### config.mk
export PLATFORM = sky130hd
export DESIGN_NAME = descartes_quadruple_reduce_top_flat
export DESIGN_NICKNAME = d
export VERILOG_FILES = /design/src/hw/rtl/dqr_pkg.sv /design/src/hw/rtl/dqr_if.sv /design/src/hw/rtl/dqr_ctrl.sv /design/src/hw/rtl/dqr_dp.sv /design/src/hw/rtl/descartes_quadruple_reduce_top.sv /design/src/flat_wrapper.sv
export SDC_FILE = /design/constraint.sdc
export NUM_CORES = 1
export LEC_CHECK = 0
export BUFFER_PORTS_ARGS = -buffer_cell sky130_fd_sc_hd__buf_4
export CAP_MARGIN = 5
export CORE_MARGIN = 2
export CORE_UTILIZATION = 54
export CTS_CLUSTER_SIZE = 12
export DETAILED_ROUTE_END_ITERATION = 12
export PLACE_DENSITY = 0.78
export SETUP_SLACK_MARGIN = 0.02
export SLEW_MARGIN = 20
export SYNTH_ARGS = -nofsm -noshare
export SYNTH_HDL_FRONTEND = slang
export SYNTH_SLANG_ARGS = --single-unit
### constraint.sdc
create_clock -name clk -period 9.2 [get_ports clk]
set_clock_uncertainty 0.05 [all_clocks]
set_input_delay 2.76 -clock clk [delete_from_list [all_inputs] [get_ports clk]]
set_output_delay 2.76 -clock clk [all_outputs]
set_load 0.02 [all_outputs]
### src/hw/rtl/dqr_pkg.sv
package dqr_pkg;

	localparam int CURV_WIDTH_DEF = 32;
	localparam int STEP_WIDTH = 16;
	localparam logic [STEP_WIDTH-1:0] MAX_STEPS_RESET = '1;

	typedef struct packed {
		logic load;
		logic sel;
		logic move;
		logic publish;
	} dqr_cmd_t;

	typedef struct packed {
		logic steps_zero;
		logic go_on;
	} dqr_stat_t;

endpackage

### src/hw/rtl/dqr_if.sv
interface dqr_in_if import dqr_pkg::*; #(
	parameter int CURV_WIDTH = CURV_WIDTH_DEF
) ();
	logic valid;
	logic ready;
	logic signed [CURV_WIDTH-1:0] curv_a;
	logic signed [CURV_WIDTH-1:0] curv_b;
	logic signed [CURV_WIDTH-1:0] curv_c;
	logic signed [CURV_WIDTH-1:0] curv_d;

	modport source (output valid, output curv_a, output curv_b, output curv_c,
		output curv_d, input ready);
	modport sink (input valid, input curv_a, input curv_b, input curv_c,
		input curv_d, output ready);
endinterface

interface dqr_out_if import dqr_pkg::*; #(
	parameter int CURV_WIDTH = CURV_WIDTH_DEF
) ();
	logic valid;
	logic ready;
	logic signed [CURV_WIDTH-1:0] red_a;
	logic signed [CURV_WIDTH-1:0] red_b;
	logic signed [CURV_WIDTH-1:0] red_c;
	logic signed [CURV_WIDTH-1:0] red_d;
	logic [STEP_WIDTH-1:0] moves_kept;
	logic limit_reached;

	modport source (output valid, output red_a, output red_b, output red_c,
		output red_d, output moves_kept, output limit_reached, input ready);
	modport sink (input valid, input red_a, input red_b, input red_c,
		input red_d, input moves_kept, input limit_reached, output ready);
endinterface

interface dqr_cfg_if import dqr_pkg::*; ();
	logic valid;
	logic ready;
	logic [STEP_WIDTH-1:0] max_steps;

	modport source (output valid, output max_steps, input ready);
	modport sink (input valid, input max_steps, output ready);
endinterface

### src/hw/rtl/dqr_ctrl.sv
module dqr_ctrl import dqr_pkg::*; (
	input  logic      clk,
	input  logic      arst_n,
	input  logic      in_valid,
	output logic      in_ready,
	output logic      out_valid,
	input  logic      out_ready,
	input  dqr_stat_t stat,
	output dqr_cmd_t  cmd
);

	typedef enum logic [1:0] {
		ST_IDLE,
		ST_SEL,
		ST_MOVE,
		ST_FIN
	} state_t;

	state_t state_q;
	logic   out_valid_q;

	always_comb begin
		cmd         = '0;
		in_ready    = 1'b0;
		unique case (state_q)
			ST_IDLE: begin
				in_ready = 1'b1;
				cmd.load = in_valid;
			end
			ST_SEL: begin
				cmd.sel = 1'b1;
			end
			ST_MOVE: begin
				cmd.move = 1'b1;
			end
			ST_FIN: begin
				cmd.publish = !out_valid_q || out_ready;
			end
			default: begin
				cmd = '0;
			end
		endcase
	end

	assign out_valid = out_valid_q;

	always_ff @(posedge clk or negedge arst_n) begin
		if (!arst_n) begin
			state_q     <= ST_IDLE;
			out_valid_q <= 1'b0;
		end else begin
			if (cmd.publish) begin
				out_valid_q <= 1'b1;
			end else if (out_ready) begin
				out_valid_q <= 1'b0;
			end
			unique case (state_q)
				ST_IDLE: begin
					if (in_valid) begin
						state_q <= stat.steps_zero ? ST_FIN : ST_SEL;
					end
				end
				ST_SEL: begin
					state_q <= ST_MOVE;
				end
				ST_MOVE: begin
					state_q <= stat.go_on ? ST_SEL : ST_FIN;
				end
				ST_FIN: begin
					if (cmd.publish) begin
						state_q <= ST_IDLE;
					end
				end
				default: begin
					state_q <= ST_IDLE;
				end
			endcase
		end
	end

endmodule

### src/hw/rtl/dqr_dp.sv
module dqr_dp import dqr_pkg::*; #(
	parameter int CURV_WIDTH = CURV_WIDTH_DEF
) (
	input  logic                         clk,
	input  logic                         arst_n,
	input  logic signed [CURV_WIDTH-1:0] curv_a,
	input  logic signed [CURV_WIDTH-1:0] curv_b,
	input  logic signed [CURV_WIDTH-1:0] curv_c,
	input  logic signed [CURV_WIDTH-1:0] curv_d,
	input  logic                         cfg_we,
	input  logic [STEP_WIDTH-1:0]        cfg_max_steps,
	input  dqr_cmd_t                     cmd,
	output dqr_stat_t                    stat,
	output logic signed [CURV_WIDTH-1:0] red_a,
	output logic signed [CURV_WIDTH-1:0] red_b,
	output logic signed [CURV_WIDTH-1:0] red_c,
	output logic signed [CURV_WIDTH-1:0] red_d,
	output logic [STEP_WIDTH-1:0]        moves_kept,
	output logic                         limit_reached
);

	localparam int SW = CURV_WIDTH + 2;
	localparam int FW = CURV_WIDTH + 4;

	logic signed [CURV_WIDTH-1:0] q_q [4];
	logic [1:0]                   k_q;
	logic signed [SW-1:0]         sum_q;
	logic [STEP_WIDTH-1:0]        kept_q;
	logic                         limit_q;
	logic [STEP_WIDTH-1:0]        max_steps_q;

	logic [1:0]                   kmax;
	logic signed [CURV_WIDTH-1:0] kval;
	logic signed [SW-1:0]         sum;
	logic signed [CURV_WIDTH-1:0] qk;
	logic signed [FW-1:0]         qk_x;
	logic signed [FW-1:0]         sum_x;
	logic signed [FW-1:0]         fresh;
	logic signed [FW-1:0]         cmin_x;
	logic signed [CURV_WIDTH-1:0] fresh_sat;
	logic                         decrease;
	logic [STEP_WIDTH-1:0]        kept_inc;
	logic                         last;

	// The first position wins a tie, so only a strictly larger value moves the pick.
	always_comb begin
		kmax = 2'd0;
		kval = q_q[0];
		if (q_q[1] > kval) begin
			kmax = 2'd1;
			kval = q_q[1];
		end
		if (q_q[2] > kval) begin
			kmax = 2'd2;
			kval = q_q[2];
		end
		if (q_q[3] > kval) begin
			kmax = 2'd3;
			kval = q_q[3];
		end
	end

	assign sum = {{2{q_q[0][CURV_WIDTH-1]}}, q_q[0]} + {{2{q_q[1][CURV_WIDTH-1]}}, q_q[1]}
		+ {{2{q_q[2][CURV_WIDTH-1]}}, q_q[2]} + {{2{q_q[3][CURV_WIDTH-1]}}, q_q[3]};

	// Twice the other three minus the old value is twice the total minus three times it.
	assign qk     = q_q[k_q];
	assign qk_x   = {{4{qk[CURV_WIDTH-1]}}, qk};
	assign sum_x  = {{2{sum_q[SW-1]}}, sum_q};
	assign fresh  = (sum_x <<< 1) - qk_x - (qk_x <<< 1);
	assign cmin_x = {{5{1'b1}}, {(CURV_WIDTH-1){1'b0}}};

	assign decrease  = fresh < qk_x;
	assign fresh_sat = (fresh < cmin_x) ? cmin_x[CURV_WIDTH-1:0] : fresh[CURV_WIDTH-1:0];
	assign kept_inc  = kept_q + {{(STEP_WIDTH-1){1'b0}}, 1'b1};
	assign last      = kept_inc == max_steps_q;

	assign stat.steps_zero = max_steps_q == '0;
	assign stat.go_on      = decrease && !last;

	always_ff @(posedge clk or negedge arst_n) begin
		if (!arst_n) begin
			max_steps_q <= MAX_STEPS_RESET;
		end else if (cfg_we) begin
			max_steps_q <= cfg_max_steps;
		end
	end

	always_ff @(posedge clk) begin
		if (cmd.load) begin
			q_q[0]  <= curv_a;
			q_q[1]  <= curv_b;
			q_q[2]  <= curv_c;
			q_q[3]  <= curv_d;
			kept_q  <= '0;
			limit_q <= 1'b0;
		end
		if (cmd.sel) begin
			k_q   <= kmax;
			sum_q <= sum;
		end
		if (cmd.move && decrease) begin
			q_q[k_q] <= fresh_sat;
			kept_q   <= kept_inc;
			limit_q  <= last;
		end
		if (cmd.publish) begin
			red_a         <= q_q[0];
			red_b         <= q_q[1];
			red_c         <= q_q[2];
			red_d         <= q_q[3];
			moves_kept    <= kept_q;
			limit_reached <= limit_q;
		end
	end

endmodule

### src/hw/rtl/descartes_quadruple_reduce_top.sv
// Reduces a quadruple of signed curvatures toward its root quadruple.
// The curv channel takes one word of four curvatures; the red channel returns
// one word with the reduced curvatures, the number of moves kept and a flag
// that is set when reduction stopped at the step limit.
// The cfg channel writes the step limit; it is always ready and should only
// be written while the block is idle. A limit of zero returns the input as is.
// Each move has two steps: the SEL state picks the largest entry and totals the
// four values, and the MOVE state forms and tests the replacement value. Moves
// go on while the replacement is smaller than the old value and the step limit
// is not yet reached, and one word is worked on at a time.
// The result sits in an output register, so a new word is taken while the
// previous result still waits; if the receiver stalls for longer than the
// next word's work, the finished result is held until the register is free.
// Reset clears the control logic, empties the output register and sets the
// step limit to its largest value.
module descartes_quadruple_reduce_top import dqr_pkg::*; #(
	parameter int CURV_WIDTH = CURV_WIDTH_DEF
) (
	input  logic      clk,
	input  logic      arst_n,
	dqr_in_if.sink    curv,
	dqr_out_if.source red,
	dqr_cfg_if.sink   cfg
);

	dqr_cmd_t  cmd;
	dqr_stat_t stat;

	assign cfg.ready = 1'b1;

	dqr_ctrl u_dqr_ctrl (
		.clk       (clk),
		.arst_n    (arst_n),
		.in_valid  (curv.valid),
		.in_ready  (curv.ready),
		.out_valid (red.valid),
		.out_ready (red.ready),
		.stat      (stat),
		.cmd       (cmd)
	);

	dqr_dp #(
		.CURV_WIDTH (CURV_WIDTH)
	) u_dqr_dp (
		.clk           (clk),
		.arst_n        (arst_n),
		.curv_a        (curv.curv_a),
		.curv_b        (curv.curv_b),
		.curv_c        (curv.curv_c),
		.curv_d        (curv.curv_d),
		.cfg_we        (cfg.valid && cfg.ready),
		.cfg_max_steps (cfg.max_steps),
		.cmd           (cmd),
		.stat          (stat),
		.red_a         (red.red_a),
		.red_b         (red.red_b),
		.red_c         (red.red_c),
		.red_d         (red.red_d),
		.moves_kept    (red.moves_kept),
		.limit_reached (red.limit_reached)
	);

endmodule

### src/flat_wrapper.sv
// flat-port wrapper written by rule: the top's interface ports become plain ports
module descartes_quadruple_reduce_top_flat import dqr_pkg::*;
#(
	parameter int CURV_WIDTH = CURV_WIDTH_DEF
)
  (clk, arst_n, curv_valid, curv_curv_a, curv_curv_b, curv_curv_c, curv_curv_d, curv_ready, red_valid, red_red_a, red_red_b, red_red_c, red_red_d, red_moves_kept, red_limit_reached, red_ready, cfg_valid, cfg_max_steps, cfg_ready);
  dqr_in_if #(.CURV_WIDTH(CURV_WIDTH)) curv_i ();
  dqr_out_if #(.CURV_WIDTH(CURV_WIDTH)) red_i ();
  dqr_cfg_if cfg_i ();
  input  logic clk;
  input  logic arst_n;
  input wire logic [$bits(curv_i.valid)-1:0] curv_valid;
  input wire logic [$bits(curv_i.curv_a)-1:0] curv_curv_a;
  input wire logic [$bits(curv_i.curv_b)-1:0] curv_curv_b;
  input wire logic [$bits(curv_i.curv_c)-1:0] curv_curv_c;
  input wire logic [$bits(curv_i.curv_d)-1:0] curv_curv_d;
  output wire logic [$bits(curv_i.ready)-1:0] curv_ready;
  output wire logic [$bits(red_i.valid)-1:0] red_valid;
  output wire logic [$bits(red_i.red_a)-1:0] red_red_a;
  output wire logic [$bits(red_i.red_b)-1:0] red_red_b;
  output wire logic [$bits(red_i.red_c)-1:0] red_red_c;
  output wire logic [$bits(red_i.red_d)-1:0] red_red_d;
  output wire logic [$bits(red_i.moves_kept)-1:0] red_moves_kept;
  output wire logic [$bits(red_i.limit_reached)-1:0] red_limit_reached;
  input wire logic [$bits(red_i.ready)-1:0] red_ready;
  input wire logic [$bits(cfg_i.valid)-1:0] cfg_valid;
  input wire logic [$bits(cfg_i.max_steps)-1:0] cfg_max_steps;
  output wire logic [$bits(cfg_i.ready)-1:0] cfg_ready;
  assign curv_i.valid = curv_valid;
  assign curv_i.curv_a = curv_curv_a;
  assign curv_i.curv_b = curv_curv_b;
  assign curv_i.curv_c = curv_curv_c;
  assign curv_i.curv_d = curv_curv_d;
  assign curv_ready = curv_i.ready;
  assign red_valid = red_i.valid;
  assign red_red_a = red_i.red_a;
  assign red_red_b = red_i.red_b;
  assign red_red_c = red_i.red_c;
  assign red_red_d = red_i.red_d;
  assign red_moves_kept = red_i.moves_kept;
  assign red_limit_reached = red_i.limit_reached;
  assign red_i.ready = red_ready;
  assign cfg_i.valid = cfg_valid;
  assign cfg_i.max_steps = cfg_max_steps;
  assign cfg_ready = cfg_i.ready;
  descartes_quadruple_reduce_top #(.CURV_WIDTH(CURV_WIDTH)) u_core (.clk(clk), .arst_n(arst_n), .curv(curv_i), .red(red_i), .cfg(cfg_i));
endmodule
==> impl_metrics.json, run 1 <==
{
  "crit_type": "reg -> reg",
  "cp_max_fo": 12,
  "finalSetupViolations": 0,
  "drc_errors": 0,
  "io_pins": 297,
  "initial_utilization_pct": 54.6,
  "hold_path.class": "reg -> reg",
  "rows": 76,
  "grt_pass1_wl_um": 115000,
  "mostFrequentLayoutCells": "362 x buf_4, 326 x edfxtp_1, 241 x nand2_1",
  "endpoint_kind": "flip-flop",
  "hold_depth": 0,
  "min_period_over_period_pct": 98.0,
  "r2r-end": "u_core.u_dqr_dp.q_q[3][22]$_DFFE_PP_",
  "wl_um": 77800,
  "grt_pass1_vias": 19126,
  "status": "finished, final reports clean",
  "cts.sinks": 345,
  "rsz0062_at_grt": "false",
  "finalHoldViolations": 0,
  "clk_latency_ns": 0.56,
  "fin_setup_tns_ns": 0,
  "areaGrowthSynthToFinish_pct": 18.2,
  "grt_max_degree": 73,
  "placed_cell_area_sq_um": 26600,
  "fmax_mhz": 111,
  "design.die.area_sq_um": 45000,
  "yosysSeqAreaShare_pct": 44.0,
  "drtAntennaViolNets": 0,
  "final_nets": 2790,
  "dieHeight_um": 212,
  "worst_pin_slew_ns": 0.929,
  "syn_nets": 2478,
  "n_antenna_cell": 0,
  "antenna_found_initial": 2,
  "rrSetupSlack_ns": 0.18,
  "htree_levels": 2,
  "cp.arrival_ns": 9.21,
  "post-route-min-period_ns": 9.02,
  "reg2reg_depth": 25,
  "cap_violations": 0,
  "core_sq_um": 42900,
  "grtUsageTotal_pct": 34.8,
  "cts_tree": "done",
  "reg2reg_from": "u_core.u_dqr_dp.k_q[1]$_SDFFCE_PP1P_",
  "ys.flop_type": "edfxtp_1",
  "cts.clk_slew.worst_paths_ns": 0.07,
  "synth_cell_types": 79,
  "hold-worst-slack_ns": 0.441,
  "num_vias": 18909,
  "worstPathRequired_ns": 9.39,
  "ys_ff_latch": 345,
  "yosysWarnings": 0,
  "cts_setup_buffers": 0,
  "gp_congestion": 1.03,
  "drive_above_1_share_pct": 23.0,
  "dr.pass1.iters": 5,
  "cts_buffer_depth": 3,
  "vias_per_cell": 6.41,
  "synthCells": 2034,
  "final_common_cell": "buf_4",
  "min_from": "u_core.u_dqr_dp.limit_q$_SDFFCE_PN0N_",
  "grt_overflow": 0,
  "drv_slew": 0,
  "final_area_sq_um": 27700,
  "start_kind": "flip-flop",
  "cts_buffers": 37,
  "cts-root-buf": "clkbuf_16",
  "async_flop_share_pct": 5.51,
  "portBuffers": 295,
  "syn_area_per_cell_sq_um": 11.5,
  "postLayoutCoreUtil_pct": 64.5,
  "die_w_um": 212,
  "syn_area_sq_um": 23400,
  "maxSlewHeadroom_pct": 38.1,
  "synth_edf_count": 326,
  "min_to": "u_core.u_dqr_dp.limit_reached$_DFFE_PP_",
  "routedWlPerCell_um": 26.4,
  "drt_iter0_drc": 1964,
  "hpwl_um": 59500
}
[registers in the layout (all words and copies together), names as in the netlist]
| signal | flops |
|---|---|
| u_core.u_dqr_dp.q_q | 128 |
| u_core.u_dqr_dp.sum_q | 34 |
| u_core.u_dqr_dp.red_a | 32 |
| u_core.u_dqr_dp.red_b | 32 |
| u_core.u_dqr_dp.red_c | 32 |
| u_core.u_dqr_dp.red_d | 32 |
| u_core.u_dqr_dp.kept_q | 16 |
| u_core.u_dqr_dp.max_steps_q | 16 |
| u_core.u_dqr_dp.moves_kept | 16 |
| u_core.u_dqr_ctrl.state_q | 2 |
| u_core.u_dqr_dp.k_q | 2 |
| u_core.u_dqr_ctrl.out_valid | 1 |
| u_core.u_dqr_dp.limit_q | 1 |
| u_core.u_dqr_dp.limit_reached | 1 |
[stage by stage]
step,worst slack (ns),std cells
global route,0.0586,2950
global placement,-0.0679,2890
CTS,0.280,2950
detailed placement,0.319,2892
finish,0.183,2950
floorplan,0.812,2034
[worst max path at each step]
| stage | from | endpoint | slack, ns | cells after the start |
|---|---|---|---|---|
| 2_1_floorplan | u_core.u_dqr_dp.k_q[1]$_SDFFCE_PP1P_ | u_core.u_dqr_dp.q_q[3][0]$_DFFE_PP_ | 0.81 | 26 |
| 3_3_place_gp | u_core.u_dqr_dp.k_q[1]$_SDFFCE_PP1P_ | u_core.u_dqr_dp.q_q[3][28]$_DFFE_PP_ | -0.07 | 24 |
| 3_5_place_dp | u_core.u_dqr_dp.k_q[1]$_SDFFCE_PP1P_ | u_core.u_dqr_dp.q_q[3][27]$_DFFE_PP_ | 0.32 | 25 |
| 4_1_cts | u_core.u_dqr_dp.k_q[1]$_SDFFCE_PP1P_ | u_core.u_dqr_dp.q_q[3][27]$_DFFE_PP_ | 0.28 | 25 |
| 5_1_grt | u_core.u_dqr_dp.k_q[1]$_SDFFCE_PP1P_ | u_core.u_dqr_dp.q_q[3][27]$_DFFE_PP_ | 0.06 | 25 |
| 6_report | u_core.u_dqr_dp.k_q[1]$_SDFFCE_PP1P_ | u_core.u_dqr_dp.q_q[3][22]$_DFFE_PP_ | 0.18 | 25 |
[cell families after synthesis]
logic type                 count (synthesis)  synth area share, %
AOI/OAI and AO/OA                        528                 15.4
DFF                                      345                 44.0
adders and majority gates                295                 18.8
and+or+nand+nor                          536                 11.0
xor gates and xnor gates                  91                 3.44
other                                      1               0.0160
muxes                                     53                 4.09
buffers and inverters                    185                 3.28
[area by class of cell]
class	count	area (sq um)
Clock inverter	13	95.1
Clock buffer	45	966
Timing Repair Buffer	368	2830
Multi-Input combinational cell	1504	12400
Inverter	90	338
Sequential cell	345	10300
Tap cell	585	732
Fill cell	3349	15200
[synth_stat cells (7+ instances only)]
cell type | n | area share [%]
or3_1 | 7 | 0.19
inv_1 | 90 | 1.4
fa_1 | 95 | 8.1
mux2_2 | 20 | 0.96
clkbuf_1 | 72 | 1.2
a31oi_1 | 11 | 0.29
o21ai_0 | 92 | 2.0
nor2_1 | 67 | 1.1
a21oi_1 | 114 | 2.4
buf_1 | 7 | 0.11
o21bai_1 | 8 | 0.26
edfxtp_1 | 326 | 42
nand2_1 | 245 | 3.9
nor3_1 | 11 | 0.24
nand3_1 | 26 | 0.56
xnor2_1 | 53 | 2.0
a31o_2 | 35 | 1.3
and2_1 | 39 | 1.0
a211oi_1 | 8 | 0.26
mux4_2 | 32 | 3.1
o31ai_1 | 106 | 3.4
nor2b_1 | 22 | 0.59
buf_6 | 8 | 0.39
o211ai_1 | 8 | 0.26
ha_1 | 200 | 11
dfstp_2 | 16 | 1.8
a21o_1 | 73 | 2.3
o21a_1 | 24 | 0.77
nand4_1 | 64 | 1.7
nor4_1 | 9 | 0.24
nand2b_1 | 13 | 0.35
and3_1 | 13 | 0.35
xor2_1 | 37 | 1.4
[worst max-delay path, cell delays in order, from the launching register on]
cell and delay (ns):
edfxtp_1 0.78, buf_8 0.27, mux4_2 0.54, inv_1 0.18, fa_1 0.45, ha_1 0.40
a211oi_1 0.30, o21bai_1 0.15, or3_1 0.34, a221oi_1 0.52, and2_4 0.29, o21ai_0 0.14
a41oi_1 0.31, xnor2_1 0.32, ha_1 0.36, a21oi_1 0.15, o21ai_0 0.11, a21o_1 0.20
a21o_1 0.17, a21o_1 0.18, a2111oi_1 0.74, buf_4 0.25, a21o_1 0.33, nand2_2 0.35
o21ai_4 0.49, buf_4 0.33
[routing by layer]
metal / up-vias / global-route usage (%) / wire, um
met5: - / 0 / 25
met4: 4 / 14.1 / 3360
met3: 210 / 9.97 / 8470
met2: 1093 / 53.3 / 34900
met1: 9342 / 46.7 / 31000
li1: 8260 / - / -
[repair_timing]
action | CTS | global route
setup endpoints to repair | 0 | 44
gates resized for setup | 0 | 2
hold endpoints to repair | 0 | 0
hold buffers | 0 | 0
Power of run 1 is not shown: default switching activity piles up to over one toggle a cycle in this logic, so the estimate is an artifact.
==> run 2, diff against run 1 <==
Settings changed: CORE_MARGIN 2 to 4.
==> impl_metrics.json, run 2 (synthesized netlist as in run 1, its figures left out) <==
{
  "routedWlPerCell_um": 26.2,
  "cts.clk_slew.worst_paths_ns": 0.06,
  "cts_setup_buffers": 0,
  "mostFrequentLayoutCells": "351 x buf_4, 326 x edfxtp_1, 241 x nand2_1",
  "cts_buffer_depth": 3,
  "portBuffers": 295,
  "grt_max_degree": 77,
  "fmax_mhz": 113,
  "finalSetupViolations": 0,
  "grtUsageTotal_pct": 32.6,
  "core_sq_um": 42400,
  "crit_path_end": "u_core.u_dqr_dp.q_q[3][29]$_DFFE_PP_",
  "design.die.area_sq_um": 46700,
  "reg2reg_depth": 25,
  "areaGrowthSynthToFinish_pct": 18.1,
  "clk_latency_ns": 0.57,
  "gp_congestion": 1.03,
  "hpwl_um": 58400,
  "antenna_found_initial": 1,
  "cts_tree": "done",
  "use_met3_pct": 7.52,
  "wl_um": 77000,
  "hold_path.class": "reg -> reg",
  "num_vias": 18705,
  "rsz0062_at_grt": "false",
  "final_common_cell": "buf_4",
  "rows": 75,
  "fin_setup_tns_ns": 0,
  "dieHeight_um": 216,
  "final_nets": 2779,
  "die_w_um": 216,
  "rrSetupSlack_ns": 0.32,
  "drtAntennaViolNets": 0,
  "largest_register": "u_core.u_dqr_dp.q_q",
  "grt_overflow": 0,
  "htree_levels": 2,
  "vias_per_cell": 6.37,
  "start_kind": "flip-flop",
  "cap_violations": 0,
  "grt-busiest-layer": "met2",
  "largest_reg_flops": 128,
  "finalHoldViolations": 0,
  "drive_above_1_share_pct": 22.8,
  "crit_type": "reg -> reg",
  "drc_errors": 0,
  "fillerInstances": 3217,
  "dr.pass1.iters": 6,
  "cts_buffers": 39,
  "final_cells": 2938,
  "grt_pass1_vias": 18808,
  "largestRegisters": "u_core.u_dqr_dp.q_q (128), u_core.u_dqr_dp.sum_q (34)",
  "r2r-end": "u_core.u_dqr_dp.q_q[3][29]$_DFFE_PP_",
  "placed_cells": 2871,
  "drv_slew": 0,
  "crit_start": "u_core.u_dqr_dp.k_q[1]$_SDFFCE_PP1P_",
  "cts-root-buf": "clkbuf_16",
  "cts.sinks": 345,
  "n_antenna_cell": 0,
  "initial_utilization_pct": 55.2,
  "cp_max_fo": 32,
  "grtUsageMet2_pct": 50.5,
  "min_period_over_period_pct": 96.5,
  "status": "finished, final reports clean",
  "post-route-min-period_ns": 8.88,
  "reg2reg_from": "u_core.u_dqr_dp.k_q[1]$_SDFFCE_PP1P_",
  "endpoint_kind": "flip-flop",
  "worstPathRequired_ns": 9.49,
  "grt_pass1_wl_um": 116000,
  "maxSlewHeadroom_pct": 28.5,
  "hold-worst-slack_ns": 0.369,
  "use_met1_pct": 46.3,
  "io_pins": 297,
  "cp.arrival_ns": 9.17,
  "drt_iter0_drc": 2337,
  "worst_pin_slew_ns": 1.07
}
run 2: critical path, cell delays in order (launching register included):
cell and delay, ns:
edfxtp_1 0.86, mux4_2 0.64, inv_1 0.18, fa_1 0.45
ha_1 0.40, a211oi_1 0.29, o21bai_1 0.13, or3_1 0.33
a221oi_1 0.47, and2_4 0.28, o21ai_0 0.13, a41oi_1 0.30
xnor2_1 0.34, ha_1 0.37, a21oi_1 0.17, o21ai_0 0.15
a21o_1 0.21, a21o_1 0.17, a21o_1 0.18, a2111oi_0 0.84
buf_4 0.24, a21oi_1 0.10, nor2_2 0.13, buf_4 0.43
nand2_1 0.39, o21ai_0 0.42
run 2: cell type report:
class	instances	area [sq um]	share of cell area, %
inverter	90	338	1.22
sequential	345	10300	37.2
clock inverter	18	109	0.394
clock buffer	49	1030	3.74
tap	577	722	2.61
multi-input combinational	1504	12400	45.0
timing repair buffer	355	2720	9.83
run 2: repair_timing:
action,CTS,global route
resized for setup,0,1
setup endpoints to repair,0,2
hold buffers,0,0
endpoints found under the hold margin,0,0
run 2: stage by stage:
step	area, sq um	utilization, %	setup slack, ns
detailed placement	26500	62.4	0.512
global route	27600	65.1	0.113
global placement	26500	62.4	0.557
finish	27600	65.1	0.322
floorplan	23400	-	0.812
CTS	27600	65.1	0.451
run 2: worst min-delay path by stage:
stage | to | startpoint | slack (ns) | cells after the start
after global routing | u_core.u_dqr_dp.limit_reached$_DFFE_PP_ | u_core.u_dqr_dp.limit_q$_SDFFCE_PN0N_ | 0.38 | 0
final | u_core.u_dqr_dp.limit_reached$_DFFE_PP_ | u_core.u_dqr_dp.limit_q$_SDFFCE_PN0N_ | 0.37 | 0
after floorplan | u_core.u_dqr_dp.limit_reached$_DFFE_PP_ | u_core.u_dqr_dp.limit_q$_SDFFCE_PN0N_ | 0.35 | 0
after CTS | u_core.u_dqr_dp.limit_reached$_DFFE_PP_ | u_core.u_dqr_dp.limit_q$_SDFFCE_PN0N_ | 0.37 | 0
after detailed placement | u_core.u_dqr_dp.limit_reached$_DFFE_PP_ | u_core.u_dqr_dp.limit_q$_SDFFCE_PN0N_ | 0.37 | 0
after global placement | u_core.u_dqr_dp.limit_reached$_DFFE_PP_ | u_core.u_dqr_dp.limit_q$_SDFFCE_PN0N_ | 0.35 | 0
run 2: layer usage:
layer	wire, um	vias to the layer above
met4	2480	2
met1	31000	9125
met2	34700	1165
li1	-	8242
met3	8780	171
met5	13	-
Power of run 2 is left out for the same reason.
